### src/hw/rtl/assert_macros.svh
// Assertion macros shared by the RTL.
// No dependencies; the macros expand to nothing in synthesis builds.
`ifndef ASSERT_MACROS_SVH
`define ASSERT_MACROS_SVH

`ifndef SYNTHESIS

// Same-cycle implication.
`define ASSERT_IMP(lbl, clk, rstn, ante, cons) \
	lbl: assert property (@(posedge clk) disable iff (!(rstn)) (ante) |-> (cons)) \
		else $error("assertion failed: implication");

// Next-cycle implication.
`define ASSERT_NEXT(lbl, clk, rstn, ante, cons) \
	lbl: assert property (@(posedge clk) disable iff (!(rstn)) (ante) |=> (cons)) \
		else $error("assertion failed: next-cycle implication");

`else

`define ASSERT_IMP(lbl, clk, rstn, ante, cons)
`define ASSERT_NEXT(lbl, clk, rstn, ante, cons)

`endif

`endif

### src/hw/rtl/blpg_pkg.sv
// Types, widths and codes for the line pixel generator.
// No dependencies.
`default_nettype none

package blpg_pkg;

	localparam int COORD_BITS  = 12;
	localparam int ROW_PITCH_W = 16;
	localparam int BPP_W       = 4;
	localparam int COLOR_W     = 32;
	localparam int OFFSET_W    = 28;
	localparam int ERR_W       = COORD_BITS + 3;
	localparam int CFG_IDX_W   = 2;
	localparam int CFG_DATA_W  = 32;

	localparam logic [CFG_IDX_W-1:0] REG_ROW_PITCH  = CFG_IDX_W'(0);
	localparam logic [CFG_IDX_W-1:0] REG_BPP        = CFG_IDX_W'(1);
	localparam logic [CFG_IDX_W-1:0] REG_DRAW_COLOR = CFG_IDX_W'(2);

	localparam logic [ROW_PITCH_W-1:0] ROW_PITCH_RST = ROW_PITCH_W'(2560);
	localparam logic [BPP_W-1:0]       BPP_RST       = BPP_W'(4);
	localparam logic [COLOR_W-1:0]     COLOR_RST     = '0;

	localparam logic MODE_START   = 1'b0;
	localparam logic MODE_ADVANCE = 1'b1;

	typedef struct packed {
		logic                  mode;
		logic [COORD_BITS-1:0] x_start;
		logic [COORD_BITS-1:0] y_start;
		logic [COORD_BITS-1:0] x_end;
		logic [COORD_BITS-1:0] y_end;
	} line_cmd_t;

	typedef struct packed {
		logic [COORD_BITS-1:0] x;
		logic [COORD_BITS-1:0] y;
		logic                  last;
	} pixel_t;

endpackage

`default_nettype wire

### src/hw/rtl/blpg_stepper.sv
// Bresenham stepper: line setup on start, one pixel step on advance.
// Depends on blpg_pkg.
`default_nettype none

module blpg_stepper
	import blpg_pkg::*;
(
	input  logic      clk,
	input  logic      arst_n,
	input  logic      cmd_valid,
	output logic      cmd_ready,
	input  line_cmd_t cmd,
	output logic      pix_valid,
	input  logic      pix_ready,
	output pixel_t    pix
);

	localparam int C = COORD_BITS;

	logic [C-1:0]            pos_x_q, pos_y_q;
	logic signed [ERR_W-1:0] err_q;
	logic [1:0]              step_x_q, step_y_q;
	logic [C-1:0]            major_q, minor_q;
	logic                    y_major_q;
	logic [C-1:0]            remaining_q;
	logic                    active_q;

	logic   valid_s2;
	pixel_t pix_s2;

	// setup
	logic signed [C:0]       dx, dy, ndx, ndy;
	logic [C-1:0]            adx, ady, maj0, min0;
	logic                    ymaj0;
	logic [1:0]              sx0, sy0;
	logic signed [ERR_W-1:0] err0;

	// step
	logic                    e_ge;
	logic signed [ERR_W-1:0] two_maj, two_min, err_nx;
	logic [C-1:0]            sx_ext, sy_ext, x_mv, y_mv, x_nx, y_nx, rem_nx;

	logic fire, is_start, produce;

	always_comb begin
		dx    = $signed({1'b0, cmd.x_end}) - $signed({1'b0, cmd.x_start});
		dy    = $signed({1'b0, cmd.y_end}) - $signed({1'b0, cmd.y_start});
		ndx   = -dx;
		ndy   = -dy;
		adx   = dx[C] ? ndx[C-1:0] : dx[C-1:0];
		ady   = dy[C] ? ndy[C-1:0] : dy[C-1:0];
		sx0   = (dx == '0) ? 2'b00 : (dx[C] ? 2'b11 : 2'b01);
		sy0   = (dy == '0) ? 2'b00 : (dy[C] ? 2'b11 : 2'b01);
		ymaj0 = ady > adx;
		maj0  = ymaj0 ? ady : adx;
		min0  = ymaj0 ? adx : ady;
		err0  = $signed({2'b00, min0, 1'b0}) - $signed({3'b000, maj0});
	end

	always_comb begin
		e_ge    = !err_q[ERR_W-1];
		two_maj = $signed({2'b00, major_q, 1'b0});
		two_min = $signed({2'b00, minor_q, 1'b0});
		err_nx  = err_q - (e_ge ? two_maj : '0) + two_min;
		sx_ext  = {{(C-2){step_x_q[1]}}, step_x_q};
		sy_ext  = {{(C-2){step_y_q[1]}}, step_y_q};
		x_mv    = pos_x_q + sx_ext;
		y_mv    = pos_y_q + sy_ext;
		// major axis always steps, minor only when the error went non-negative
		x_nx    = (!y_major_q || e_ge) ? x_mv : pos_x_q;
		y_nx    = (y_major_q || e_ge) ? y_mv : pos_y_q;
		rem_nx  = remaining_q - C'(1);
	end

	assign cmd_ready = !valid_s2 || pix_ready;
	assign fire      = cmd_valid && cmd_ready;
	assign is_start  = (cmd.mode == MODE_START);
	assign produce   = is_start || active_q;

	always_ff @(posedge clk or negedge arst_n) begin
		if (!arst_n) begin
			pos_x_q     <= '0;
			pos_y_q     <= '0;
			err_q       <= '0;
			step_x_q    <= '0;
			step_y_q    <= '0;
			major_q     <= '0;
			minor_q     <= '0;
			y_major_q   <= 1'b0;
			remaining_q <= '0;
			active_q    <= 1'b0;
			valid_s2    <= 1'b0;
		end else begin
			if (fire) begin
				valid_s2 <= produce;
				if (is_start) begin
					pos_x_q     <= cmd.x_start;
					pos_y_q     <= cmd.y_start;
					err_q       <= err0;
					step_x_q    <= sx0;
					step_y_q    <= sy0;
					major_q     <= maj0;
					minor_q     <= min0;
					y_major_q   <= ymaj0;
					remaining_q <= maj0;
					active_q    <= (maj0 != '0);
				end else if (active_q) begin
					pos_x_q     <= x_nx;
					pos_y_q     <= y_nx;
					err_q       <= err_nx;
					remaining_q <= rem_nx;
					active_q    <= (rem_nx != '0);
				end
			end else if (pix_ready) begin
				valid_s2 <= 1'b0;
			end
		end
	end

	always_ff @(posedge clk) begin
		if (fire && produce) begin
			if (is_start) begin
				pix_s2.x    <= cmd.x_start;
				pix_s2.y    <= cmd.y_start;
				pix_s2.last <= (maj0 == '0);
			end else begin
				pix_s2.x    <= x_nx;
				pix_s2.y    <= y_nx;
				pix_s2.last <= (rem_nx == '0);
			end
		end
	end

	assign pix_valid = valid_s2;
	assign pix       = pix_s2;

endmodule

`default_nettype wire

### src/hw/rtl/blpg_offset.sv
// Output stage: framebuffer byte offset and color, registered result word.
// Depends on blpg_pkg.
`default_nettype none

module blpg_offset
	import blpg_pkg::*;
(
	input  logic                   clk,
	input  logic                   arst_n,
	input  logic                   pix_valid,
	output logic                   pix_ready,
	input  pixel_t                 pix,
	input  logic [ROW_PITCH_W-1:0] row_pitch,
	input  logic [BPP_W-1:0]       bytes_per_pixel,
	input  logic [COLOR_W-1:0]     draw_color,
	output logic                   out_valid,
	input  logic                   out_ready,
	output logic [COORD_BITS-1:0]  pixel_x,
	output logic [COORD_BITS-1:0]  pixel_y,
	output logic [OFFSET_W-1:0]    byte_offset,
	output logic [COLOR_W-1:0]     pixel_color,
	output logic                   last
);

	logic [ROW_PITCH_W+COORD_BITS-1:0] prod_y;
	logic [BPP_W+COORD_BITS-1:0]       prod_x;
	logic [OFFSET_W-1:0]               offset;

	logic                  valid_s3;
	logic [COORD_BITS-1:0] x_s3, y_s3;
	logic [OFFSET_W-1:0]   offset_s3;
	logic [COLOR_W-1:0]    color_s3;
	logic                  last_s3;

	always_comb begin
		prod_y = row_pitch * pix.y;
		prod_x = bytes_per_pixel * pix.x;
		offset = OFFSET_W'(prod_y) + OFFSET_W'(prod_x);
	end

	assign pix_ready = !valid_s3 || out_ready;

	always_ff @(posedge clk or negedge arst_n) begin
		if (!arst_n) begin
			valid_s3 <= 1'b0;
		end else if (pix_ready) begin
			valid_s3 <= pix_valid;
		end
	end

	always_ff @(posedge clk) begin
		if (pix_valid && pix_ready) begin
			x_s3      <= pix.x;
			y_s3      <= pix.y;
			offset_s3 <= offset;
			color_s3  <= draw_color;
			last_s3   <= pix.last;
		end
	end

	assign out_valid   = valid_s3;
	assign pixel_x     = x_s3;
	assign pixel_y     = y_s3;
	assign byte_offset = offset_s3;
	assign pixel_color = color_s3;
	assign last        = last_s3;

endmodule

`default_nettype wire

### src/hw/rtl/bresenham_line_pixel_generator_unit.sv
// Top level of the Bresenham line pixel generator: input register,
// config registers, stepper and offset stage. Depends on blpg_pkg,
// blpg_stepper, blpg_offset and assert_macros.svh.
//
//   channel | signals                                 | word
//   --------+-----------------------------------------+---------------------------
//   input   | in_valid / in_ready                     | mode, x/y start, x/y end
//   output  | out_valid / out_ready                   | pixel x/y, offset, color, last
//   config  | cfg_we, cfg_index, cfg_data             | row pitch, bpp, draw color
//
// One input word per clock, sustained while out_ready is high. A result passes
// through the input, stepper and output registers in that order. Reset clears
// all valid bits and the stepper state (idle) and loads the config defaults.
// Each stage holds while the one after it is full and stalled, so in_ready
// drops only with all three stages occupied and out_ready low.
`default_nettype none
`include "assert_macros.svh"

module bresenham_line_pixel_generator_unit
	import blpg_pkg::*;
(
	input  logic                   clk,
	input  logic                   arst_n,
	// config write port
	input  logic                   cfg_we,
	input  logic [CFG_IDX_W-1:0]   cfg_index,
	input  logic [CFG_DATA_W-1:0]  cfg_data,
	// input words
	input  logic                   in_valid,
	output logic                   in_ready,
	input  logic                   mode,
	input  logic [COORD_BITS-1:0]  x_start,
	input  logic [COORD_BITS-1:0]  y_start,
	input  logic [COORD_BITS-1:0]  x_end,
	input  logic [COORD_BITS-1:0]  y_end,
	// result words
	output logic                   out_valid,
	input  logic                   out_ready,
	output logic [COORD_BITS-1:0]  pixel_x,
	output logic [COORD_BITS-1:0]  pixel_y,
	output logic [OFFSET_W-1:0]    byte_offset,
	output logic [COLOR_W-1:0]     pixel_color,
	output logic                   last
);

	// config registers; the user must write them only while the block is idle, the block does not enforce it
	logic [ROW_PITCH_W-1:0] row_pitch_q;
	logic [BPP_W-1:0]       bpp_q;
	logic [COLOR_W-1:0]     color_q;

	always_ff @(posedge clk or negedge arst_n) begin
		if (!arst_n) begin
			row_pitch_q <= ROW_PITCH_RST;
			bpp_q       <= BPP_RST;
			color_q     <= COLOR_RST;
		end else if (cfg_we) begin
			unique case (cfg_index)
				REG_ROW_PITCH:  row_pitch_q <= cfg_data[ROW_PITCH_W-1:0];
				REG_BPP:        bpp_q       <= cfg_data[BPP_W-1:0];
				REG_DRAW_COLOR: color_q     <= cfg_data[COLOR_W-1:0];
				default:        ; // unmapped index, write dropped
			endcase
		end
	end

	// input register: holds the word ahead of the stepper; in_ready is combinational through stp_ready
	logic      valid_s1;
	line_cmd_t cmd_s1;
	logic      stp_ready;

	assign in_ready = !valid_s1 || stp_ready;

	always_ff @(posedge clk or negedge arst_n) begin
		if (!arst_n) begin
			valid_s1 <= 1'b0;
		end else if (in_ready) begin
			valid_s1 <= in_valid;
		end
	end

	always_ff @(posedge clk) begin
		if (in_valid && in_ready) begin
			cmd_s1.mode    <= mode;
			cmd_s1.x_start <= x_start;
			cmd_s1.y_start <= y_start;
			cmd_s1.x_end   <= x_end;
			cmd_s1.y_end   <= y_end;
		end
	end

	// stepper: start loads the line and emits the first pixel; advance
	// emits the next one, or nothing when no line is active
	logic   pix_valid;
	logic   pix_ready;
	pixel_t pix;

	blpg_stepper u_stepper (
		.clk       (clk),
		.arst_n    (arst_n),
		.cmd_valid (valid_s1),
		.cmd_ready (stp_ready),
		.cmd       (cmd_s1),
		.pix_valid (pix_valid),
		.pix_ready (pix_ready),
		.pix       (pix)
	);

	// offset = row_pitch*y + bpp*x, low 28 bits; color copied at this stage
	blpg_offset u_offset (
		.clk             (clk),
		.arst_n          (arst_n),
		.pix_valid       (pix_valid),
		.pix_ready       (pix_ready),
		.pix             (pix),
		.row_pitch       (row_pitch_q),
		.bytes_per_pixel (bpp_q),
		.draw_color      (color_q),
		.out_valid       (out_valid),
		.out_ready       (out_ready),
		.pixel_x         (pixel_x),
		.pixel_y         (pixel_y),
		.byte_offset     (byte_offset),
		.pixel_color     (pixel_color),
		.last            (last)
	);

	// a start word handed to the stepper always yields a pixel
	`ASSERT_NEXT(a_start_yields_pixel, clk, arst_n,
		valid_s1 && stp_ready && (cmd_s1.mode == MODE_START), pix_valid)

	// input stalls only when the stages behind it are full
	`ASSERT_IMP(a_stall_means_full, clk, arst_n,
		!in_ready, valid_s1 && pix_valid && out_valid)

	// a new result word comes only out of the stepper register
	`ASSERT_IMP(a_out_from_stepper, clk, arst_n,
		$rose(out_valid), $past(pix_valid))

endmodule

`default_nettype wire
### config.mk
export PLATFORM = sky130hd
export DESIGN_NAME = bresenham_line_pixel_generator_unit
export DESIGN_NICKNAME = d
export VERILOG_FILES = /design/src/hw/rtl/blpg_pkg.sv /design/src/hw/rtl/blpg_stepper.sv /design/src/hw/rtl/blpg_offset.sv /design/src/hw/rtl/bresenham_line_pixel_generator_unit.sv
export VERILOG_INCLUDE_DIRS = /design/src /design/src/hw/rtl
export SDC_FILE = /design/constraint.sdc
export NUM_CORES = 1
export LEC_CHECK = 0
export BUFFER_PORTS_ARGS = -buffer_cell sky130_fd_sc_hd__buf_2
export CAP_MARGIN = 5
export CORE_MARGIN = 3
export CORE_UTILIZATION = 48
export CTS_BUF_LIST = sky130_fd_sc_hd__clkbuf_8 sky130_fd_sc_hd__clkbuf_16
export DETAILED_ROUTE_END_ITERATION = 10
export PLACE_DENSITY = 0.67
export SETUP_SLACK_MARGIN = 0.15
export SLEW_MARGIN = 20
export SYNTH_ARGS = -nofsm -noshare
export SYNTH_HDL_FRONTEND = slang
export SYNTH_SLANG_ARGS = --single-unit
### constraint.sdc
create_clock -name clk -period 8.64 [get_ports clk]
set_input_delay 1.728 -clock clk [delete_from_list [all_inputs] [get_ports clk]]
set_output_delay 1.728 -clock clk [all_outputs]
set_load 0.03 [all_outputs]
==> flow_metrics.env, run 1 <==
export IMPL_outcome="finished clean"
export IMPL_synthAdderAreaFrac=0.2710
export IMPL_dp_cells=3166
export IMPL_grt_pass1_vias=18112
export IMPL_finalCriticalPeriod_ns=8.181
export IMPL_crit_buf_inv=1
export IMPL_worst_path_most_repeated_cell="a21oi_1"
export IMPL_clk_pin_slew_worst_paths_ns=0.06
export IMPL_syn_nets=2856
export IMPL_die_area_sq_um=51770
export IMPL_relSlewSlack=0.3555
export IMPL_multi_input_area_sq_um=13820
export IMPL_rows=80
export IMPL_ys_seq_area_frac=0.3463
export IMPL_initial_core_util=0.4892
export IMPL_cpPeakStageDelay_ns=0.45
export IMPL_crit_slowest_cell="maj3_1"
export IMPL_instances_no_fill=3232
export IMPL_synth_edf_count=159
export IMPL_ant_nets=0
export IMPL_synth_top_family_by_area="adder cells"
export IMPL_tightest_slew_ns=0.9645
export IMPL_drive_gt1_frac=0.1359
export IMPL_drv_cap=0
export IMPL_antenna_found_initial=3
export IMPL_crit_required_ns=9.08
export IMPL_vias_per_cell=5.401
export IMPL_synth_mux_area_frac=0.03028
export IMPL_max_freq_mhz=122.2
export IMPL_numCtsBuffers=36
export IMPL_wl_per_cell_um=18.54
export IMPL_setup_viol=0
export IMPL_regArea_sq_um=8157
export IMPL_dp_worst_setup_slack_ns=0.4044
export IMPL_cts_path_max_buffers=3
export IMPL_core_sq_um=48150
export IMPL_hold_buffers=0
export IMPL_min_path_type="register to register"
export IMPL_drv_slew=0
export IMPL_synth_seq_cells=294
export IMPL_cts_setup_buffers=0
export IMPL_cp_start_kind="register"
export IMPL_drt_wl_total_um=59920
export IMPL_die_height_um=227.5
export IMPL_pin_count=175
export IMPL_rsz0062_at_grt="true"
export IMPL_cts_tree="yes"
export IMPL_numClockSinks=294
export IMPL_dp_hpwl_um=45790
export IMPL_fin_skew_ns=0.01665
export IMPL_fill_cells=4230
export IMPL_gp_congestion=0.9071
export IMPL_finalHoldViolCount=0
export IMPL_fin_tns_setup_ns=0
export IMPL_ys_flop_type="edfxtp_1"
export IMPL_via_count=17456
export IMPL_final_cell_mix="inv_1, nand2_1, fa_1"
export IMPL_period_share=0.9468
export IMPL_ys_async_sr_fraction=0.4592
export IMPL_cts_max_level=2
export IMPL_grt_max_degree=79
export IMPL_syn_cell_area_sq_um=23550
export IMPL_synth_area_per_cell_sq_um=9.872
export IMPL_layout_commonest_cell="inv_1"
export IMPL_cp_top_family="compound AO/OA/AOI/OAI gates"
export IMPL_dr_pass1_iters=5
export IMPL_worstPathArrival_ns=8.62
export IMPL_critPathCaptureType="register"
export IMPL_fin_ws_ns=0.4592
export IMPL_synth_compound_area_frac=0.1048
export IMPL_drcViolationCount=0
export IMPL_synthSimpleGateAreaFrac=0.1429
export IMPL_yosysUniqueCellTypes=94
export IMPL_die_w_um=227.5
export IMPL_yosysWarnings=0
export IMPL_clock_latency_ns=0.56
export IMPL_area_delta_synth_final_pct=11.73
export IMPL_clock_root_buffer="clkbuf_16"
export IMPL_drtIter0Drc=997
export IMPL_grt_use_total=0.2385
export IMPL_grt_overflow=0
export IMPL_critPathMaxFanout=14
export IMPL_grt_pass1_wl_um=96300
export IMPL_worstSetupPathType="register to register"
export IMPL_syn_inst=2386
export IMPL_nNetsFinal=3018
export IMPL_numPortBuffers=174
export IMPL_synth_xor_area_frac=0.03564
## worst paths after layout
path,from,slack [ns],cells past startpoint,to
max in group asynchronous,arst_n,5.97,2,u_stepper.minor_q[11]$_DFFE_PN0P_
min in group asynchronous,arst_n,1.24,1,u_stepper.active_q$_DFFE_PN0P_
min,u_stepper.pix[0]$_DFFE_PP_,0.43,0,u_offset.last$_DFFE_PP_
max reg2reg,cmd_s1[24]$_DFFE_PP_,0.46,31,u_stepper.err_q[12]$_DFFE_PN0P_
max,cmd_s1[24]$_DFFE_PP_,0.46,31,u_stepper.err_q[12]$_DFFE_PN0P_
min reg2reg,u_stepper.pix[0]$_DFFE_PP_,0.43,0,u_offset.last$_DFFE_PP_
## synthesized netlist by cell type (11+ instances only)
master,count,area (sq um)
a21o_1,11,82.58
nand3_1,27,135.1
inv_1,352,1321
a31oi_1,11,68.82
mux2_2,54,608.1
o21ai_0,130,650.6
nor2b_1,26,162.7
o21ai_1,11,55.05
xnor2_1,68,595.6
o21bai_1,21,157.7
and2_1,107,669.4
fa_1,204,4084
nand2b_1,22,137.6
ha_1,178,2227
nand2_1,355,1333
nor3_1,29,145.1
clkbuf_1,70,262.8
dfrtp_1,132,3303
edfxtp_1,159,4775
nor2_1,97,364.1
xor2_1,26,227.7
a21oi_1,106,530.5
## metal layers
| metal | wire, um | part of all wire | vias to the layer above | global-route usage |
|---|---|---|---|---|
| met3 | 3455 | 0.058 | 116 | 0.03572 |
| li1 | - | - | 8196 | - |
| met1 | 25740 | 0.43 | 8643 | 0.3154 |
| met4 | 1928 | 0.032 | 0 | 0.08563 |
| met2 | 28800 | 0.48 | 501 | 0.4025 |
| met5 | 0 | 0 | - | 0 |
## final cells by class
| class | count | share of cell area |
|---|---|---|
| multi-input cells | 1661 | 0.5251 |
| flip-flops and latches | 294 | 0.3099 |
| inverters | 354 | 0.05049 |
| repair buffers | 201 | 0.04103 |
| clock buffers | 40 | 0.03632 |
| well taps | 656 | 0.03119 |
| clock inverters | 25 | 0.005848 |
| diodes | 1 | 0.00009509 |
## state kept, by name, summed over array words and instances, names as in the netlist, 2 cells and up
signal / count
bpp_q: 4
cmd_s1: 49
color_q: 32
row_pitch_q: 16
u_offset.byte_offset: 28
u_offset.pixel_color: 32
u_offset.pixel_x: 12
u_offset.pixel_y: 12
u_stepper.err_q: 14
u_stepper.major_q: 12
u_stepper.minor_q: 12
u_stepper.pix: 25
u_stepper.pos_x_q: 12
u_stepper.pos_y_q: 12
u_stepper.remaining_q: 12
u_stepper.step_x_q: 2
u_stepper.step_y_q: 2
## kinds of logic after synthesis
group,after synthesis
AOI/OAI and AO/OA,394
xor gates and xnor gates,95
muxes,64
and+or+nand+nor,719
adders and majority gates,389
DFF,294
buffers and inverters,431
## metrics by stage
stage,hold WS [ns],instance area (sq um),util
detailed placement,0.4224,25180,0.5229
CTS,0.4364,26290,0.5460
global route,0.4367,26320,0.5466
finish,0.4319,26320,0.5466
floorplan,0.4003,23550,-
global placement,0.4160,25180,0.5229
## repair_timing
| item | in CTS | in global routing |
|---|---|---|
| hold endpoints to repair | 0 | 0 |
| setup endpoints to repair | 0 | 7 |
| gates resized for setup | 0 | 4 |
Power of run 1 is left out: the tool's default activity adds up to more than one toggle a clock period on the data nets, which glitch-free logic cannot reach.
==> run 2, diff against run 1 <==
Settings changed: CTS_BUF_LIST sky130_fd_sc_hd__clkbuf_8 sky130_fd_sc_hd__clkbuf_16 to sky130_fd_sc_hd__clkbuf_16.
==> flow_metrics.env, run 2 (synthesis gave the netlist of run 1 again) <==
export IMPL_ant_nets=0
export IMPL_design_area_sq_um=26280
export IMPL_via_count=17429
export IMPL_outcome="finished clean"
export IMPL_numCtsBuffers=36
export IMPL_pin_count=175
export IMPL_grt_max_degree=79
export IMPL_vias_per_cell=5.393
export IMPL_drtIter0Drc=1023
export IMPL_crit_buf_inv=1
export IMPL_fin_util=0.5458
export IMPL_worst_path_most_repeated_cell="a21oi_1"
export IMPL_grt_busiest_layer="met2"
export IMPL_cp_start_kind="register"
export IMPL_finalCriticalPeriod_ns=8.165
export IMPL_cts_max_level=2
export IMPL_dp_hpwl_um=45790
export IMPL_die_area_sq_um=51770
export IMPL_grt_pass1_wl_um=96320
export IMPL_hold_start="u_stepper.pix[0]$_DFFE_PP_"
export IMPL_dp_cells=3166
export IMPL_largest_register_ffs=49
export IMPL_initial_core_util=0.4892
export IMPL_die_height_um=227.5
export IMPL_startpoint="cmd_s1[24]$_DFFE_PP_"
export IMPL_wl_per_cell_um=18.53
export IMPL_drcViolationCount=0
export IMPL_grt_use_total=0.2386
export IMPL_min_path_type="register to register"
export IMPL_die_w_um=227.5
export IMPL_tightest_slew_ns=0.9734
export IMPL_use_met3=0.03572
export IMPL_critPathCaptureType="register"
export IMPL_fin_tns_setup_ns=0
export IMPL_cts_tree="yes"
export IMPL_cts_setup_buffers=0
export IMPL_numClockSinks=294
export IMPL_worstSetupPathType="register to register"
export IMPL_grtUsageMet2=0.4028
export IMPL_dpl_instance_area_sq_um=25180
export IMPL_rows=80
export IMPL_clock_latency_ns=0.56
export IMPL_rsz0062_at_grt="true"
export IMPL_drt_wl_total_um=59890
export IMPL_crit_required_ns=9.08
export IMPL_drv_cap=0
export IMPL_dr_pass1_iters=5
export IMPL_grt_overflow=0
export IMPL_cts_path_max_buffers=3
export IMPL_fin_skew_ns=0.01817
export IMPL_nNetsFinal=3018
export IMPL_grt_pass1_vias=18130
export IMPL_cp_top_family="compound AO/OA/AOI/OAI gates"
export IMPL_timing_rr_start="cmd_s1[24]$_DFFE_PP_"
export IMPL_period_share=0.9451
export IMPL_instances_no_fill=3232
export IMPL_numPortBuffers=174
export IMPL_drive_gt1_frac=0.1344
export IMPL_core_sq_um=48150
export IMPL_max_freq_mhz=122.5
export IMPL_worstPathArrival_ns=8.60
export IMPL_gp_congestion=0.9071
export IMPL_area_delta_synth_final_pct=11.56
export IMPL_antenna_found_initial=3
export IMPL_layout_commonest_cell="inv_1"
export IMPL_critPathMaxFanout=14
export IMPL_finalHoldViolCount=0
export IMPL_registers_top_by_ff_count="cmd_s1"
export IMPL_final_cell_mix="inv_1, nand2_1, fa_1"
export IMPL_relSlewSlack=0.3495
export IMPL_clock_root_buffer="clkbuf_16"
export IMPL_crit_slowest_cell="maj3_1"
export IMPL_grtUsageMet1=0.3153
export IMPL_clk_pin_slew_worst_paths_ns=0.06
export IMPL_cpPeakStageDelay_ns=0.45
export IMPL_setup_viol=0
export IMPL_drv_slew=0
-- run 2: changes by cell type in the layout (fill, tap and decap cells not counted) --
cell	previous run	this run
clkinv_1	5	9
clkbuf_8	4	0
-- run 2: repair_timing --
item	in CTS	in global routing
hold endpoints to repair	0	0
hold buffers	0	0
setup endpoints to repair	0	7
resized for setup	0	4
-- run 2: final cells by class --
| class | count | area [sq um] |
|---|---|---|
| Timing Repair Buffer | 201 | 1080 |
| Sequential cell | 294 | 8157 |
| Fill cell | 4232 | 21870 |
| Clock inverter | 29 | 168.9 |
| Clock buffer | 36 | 900.9 |
| Tap cell | 656 | 820.8 |
| Antenna cell | 1 | 2.502 |
| Multi-Input combinational cell | 1661 | 13820 |
| Inverter | 354 | 1329 |
-- run 2: path summary, 6_finish.rpt --
check                                                         end  slack (ns)  depth (start not counted)
worst min register to register            u_offset.last$_DFFE_PP_        0.43                          0
worst max-delay path              u_stepper.err_q[12]$_DFFE_PN0P_        0.47                         31
min in group asynchronous          u_stepper.active_q$_DFFE_PN0P_        1.24                          1
max in group asynchronous       u_stepper.minor_q[11]$_DFFE_PN0P_        5.98                          2
worst min-delay path                      u_offset.last$_DFFE_PP_        0.43                          0
worst max register to register    u_stepper.err_q[12]$_DFFE_PN0P_        0.47                         31
-- run 2: stage by stage --
step           hold WS (ns)  worst slack [ns]
3_5_place_dp         0.4224            0.4044
5_1_grt              0.4367           0.05543
3_3_place_gp         0.4160            0.7444
4_1_cts              0.4364            0.3809
6_report             0.4320            0.4746
2_1_floorplan        0.4003            0.9778
-- run 2: worst register-to-register path: cells and delay by family, from the launching register on --
family	cells	cell delay (ns)
AO/OA/AOI/OAI	16	3.75
adder cells (fa/ha/maj)	7	2.49
AND/OR/NAND/NOR	6	0.74
flip-flops	1	0.39
buffers and inverters	1	0.37
XOR/XNOR	1	0.29
-- run 2: metal layers --
layer | part of all wire | wire, um
met1 | 0.43 | 25660
met2 | 0.48 | 28800
met3 | 0.059 | 3512
met4 | 0.032 | 1921
met5 | 0 | 0
Power of run 2 is left out for the same reason.
==> run 3, diff against run 2 <==
Settings changed: BUFFER_PORTS_ARGS -buffer_cell sky130_fd_sc_hd__buf_2 to unset, DONT_BUFFER_PORTS set to 1, PLACE_DENSITY 0.67 to unset.
==> flow_metrics.env, run 3 (synthesis gave the netlist of run 1 again) <==
export IMPL_hold_start="u_stepper.pix[0]$_DFFE_PP_"
export IMPL_multi_input_area_sq_um=13850
export IMPL_initial_core_util=0.4892
export IMPL_reg2reg_depth=26
export IMPL_drcViolationCount=0
export IMPL_cts_tree="yes"
export IMPL_finalHoldViolCount=0
export IMPL_registers_top_by_ff_count="cmd_s1"
export IMPL_critPathMaxFanout=13
export IMPL_cts_path_max_buffers=3
export IMPL_area_delta_synth_final_pct=8.510
export IMPL_grt_use_total=0.2319
export IMPL_die_area_sq_um=51770
export IMPL_dp_hpwl_um=44940
export IMPL_timing_rr_start="bpp_q[2]$_DFFE_PN1P_"
export IMPL_r2r_slack_ns=0.83
export IMPL_clock_latency_ns=0.57
export IMPL_die_height_um=227.5
export IMPL_grt_pass1_wl_um=93330
export IMPL_holdPathEnd="u_offset.last$_DFFE_PP_"
export IMPL_grt_overflow=0
export IMPL_ant_nets=0
export IMPL_period_share=0.9037
export IMPL_final_cell_mix="inv_1, nand2_1, fa_1"
export IMPL_cts_setup_buffers=0
export IMPL_wl_per_cell_um=18.88
export IMPL_antenna_found_initial=0
export IMPL_gp_congestion=0.9114
export IMPL_die_w_um=227.5
export IMPL_clock_root_buffer="clkbuf_16"
export IMPL_largest_register_ffs=49
export IMPL_vias_per_cell=5.369
export IMPL_layout_commonest_cell="inv_1"
export IMPL_timing_rr_end="u_offset.byte_offset[27]$_DFFE_PP_"
export IMPL_drtIter0Drc=986
export IMPL_nNetsFinal=2850
export IMPL_pin_count=175
export IMPL_cp_start_kind="register"
export IMPL_cts_max_level=2
export IMPL_finalCriticalPeriod_ns=7.808
export IMPL_regArea_sq_um=8157
export IMPL_critPathCaptureType="register"
export IMPL_drv_cap=0
export IMPL_fill_cells=4294
export IMPL_relSlewSlack=0.2761
export IMPL_min_path_type="register to register"
export IMPL_drt_wl_total_um=57880
export IMPL_numPortBuffers=0
export IMPL_tightest_slew_ns=1.085
export IMPL_numClockSinks=294
export IMPL_crit_required_ns=8.95
export IMPL_grt_max_degree=136
export IMPL_drv_slew=0
export IMPL_worstPathArrival_ns=8.12
export IMPL_numCtsBuffers=36
export IMPL_grt_pass1_vias=17107
export IMPL_max_freq_mhz=128.1
export IMPL_fin_tns_setup_ns=0
export IMPL_fin_skew_ns=0.02801
export IMPL_worstSetupPathType="register to register"
export IMPL_rows=80
export IMPL_dr_pass1_iters=5
export IMPL_clk_pin_slew_worst_paths_ns=0.06
export IMPL_rsz0062_at_grt="false"
export IMPL_core_sq_um=48150
export IMPL_via_count=16462
export IMPL_drive_gt1_frac=0.07890
export IMPL_hold_depth=0
export IMPL_outcome="finished clean"
export IMPL_setup_viol=0
-- run 3: area by class of cell --
type	count	share of cell area
tap	656	0.03211
sequential	294	0.3191
clock inverter	28	0.007833
clock buffer	38	0.03721
multi-input combinational	1661	0.5418
timing repair buffer	33	0.009693
inverter	354	0.05199
antenna	2	0.0001958
-- run 3: worst max-delay path by stage --
stage                         startpoint                                 end  slack (ns)  cells past startpoint
finish              bpp_q[2]$_DFFE_PN1P_  u_offset.byte_offset[27]$_DFFE_PP_        0.83                     26
global route        cmd_s1[36]$_DFFE_PP_     u_stepper.err_q[12]$_DFFE_PN0P_        0.15                     34
CTS                 cmd_s1[24]$_DFFE_PP_     u_stepper.err_q[12]$_DFFE_PN0P_        0.17                     31
detailed placement  cmd_s1[24]$_DFFE_PP_     u_stepper.err_q[12]$_DFFE_PN0P_        0.20                     31
global placement    cmd_s1[24]$_DFFE_PP_     u_stepper.err_q[12]$_DFFE_PN0P_        0.36                     31
floorplan           cmd_s1[24]$_DFFE_PP_     u_stepper.err_q[12]$_DFFE_PN0P_        0.98                     34
-- run 3: metrics by stage --
| stage | std cells | util | instance area, sq um | hold WS [ns] | setup slack, ns |
|---|---|---|---|---|---|
| after floorplan | 2386 | - | 23550 | 0.4003 | 0.9778 |
| after global placement | 2998 | 0.5056 | 24340 | 0.4069 | 0.3602 |
| after detailed placement | 2998 | 0.5056 | 24340 | 0.4066 | 0.1973 |
| after CTS | 3064 | 0.5295 | 25500 | 0.4281 | 0.1741 |
| after global routing | 3064 | 0.5307 | 25550 | 0.4464 | 0.1525 |
| final | 3066 | 0.5308 | 25560 | 0.4264 | 0.8317 |
-- run 3: routing by layer --
layer / part of all wire / track usage / vias to the layer above
li1: - / - / 7858
met1: 0.44 / 0.3080 / 8060
met2: 0.48 / 0.3950 / 444
met3: 0.049 / 0.03327 / 100
met4: 0.029 / 0.07368 / 0
met5: 0 / 0 / -
-- run 3: worst max-delay path: stages (launching register included) --
cell and delay [ns]:
dfstp_2 0.64, nand2_1 0.10, fa_1 0.50, inv_1 0.05, fa_1 0.43, ha_1 0.30
fa_1 0.48, inv_1 0.05, fa_1 0.48, inv_1 0.05, fa_1 0.43, ha_1 0.35
a21oi_1 0.21, o21bai_1 0.10, a21oi_1 0.22, o21bai_1 0.09, a21oi_1 0.25, o21ai_1 0.13
o41ai_1 0.57, o21ai_1 0.25, o31a_1 0.30, o21ai_0 0.17, nand2b_1 0.15, a2111oi_0 0.60
o31ai_1 0.21, o41ai_1 0.34, xnor2_1 0.11
-- run 3: timing repair --
item	4_1_cts	5_1_grt
resized for setup	0	13
hold buffers	0	0
setup endpoints to repair	0	10
Power of run 3 is left out for the same reason.
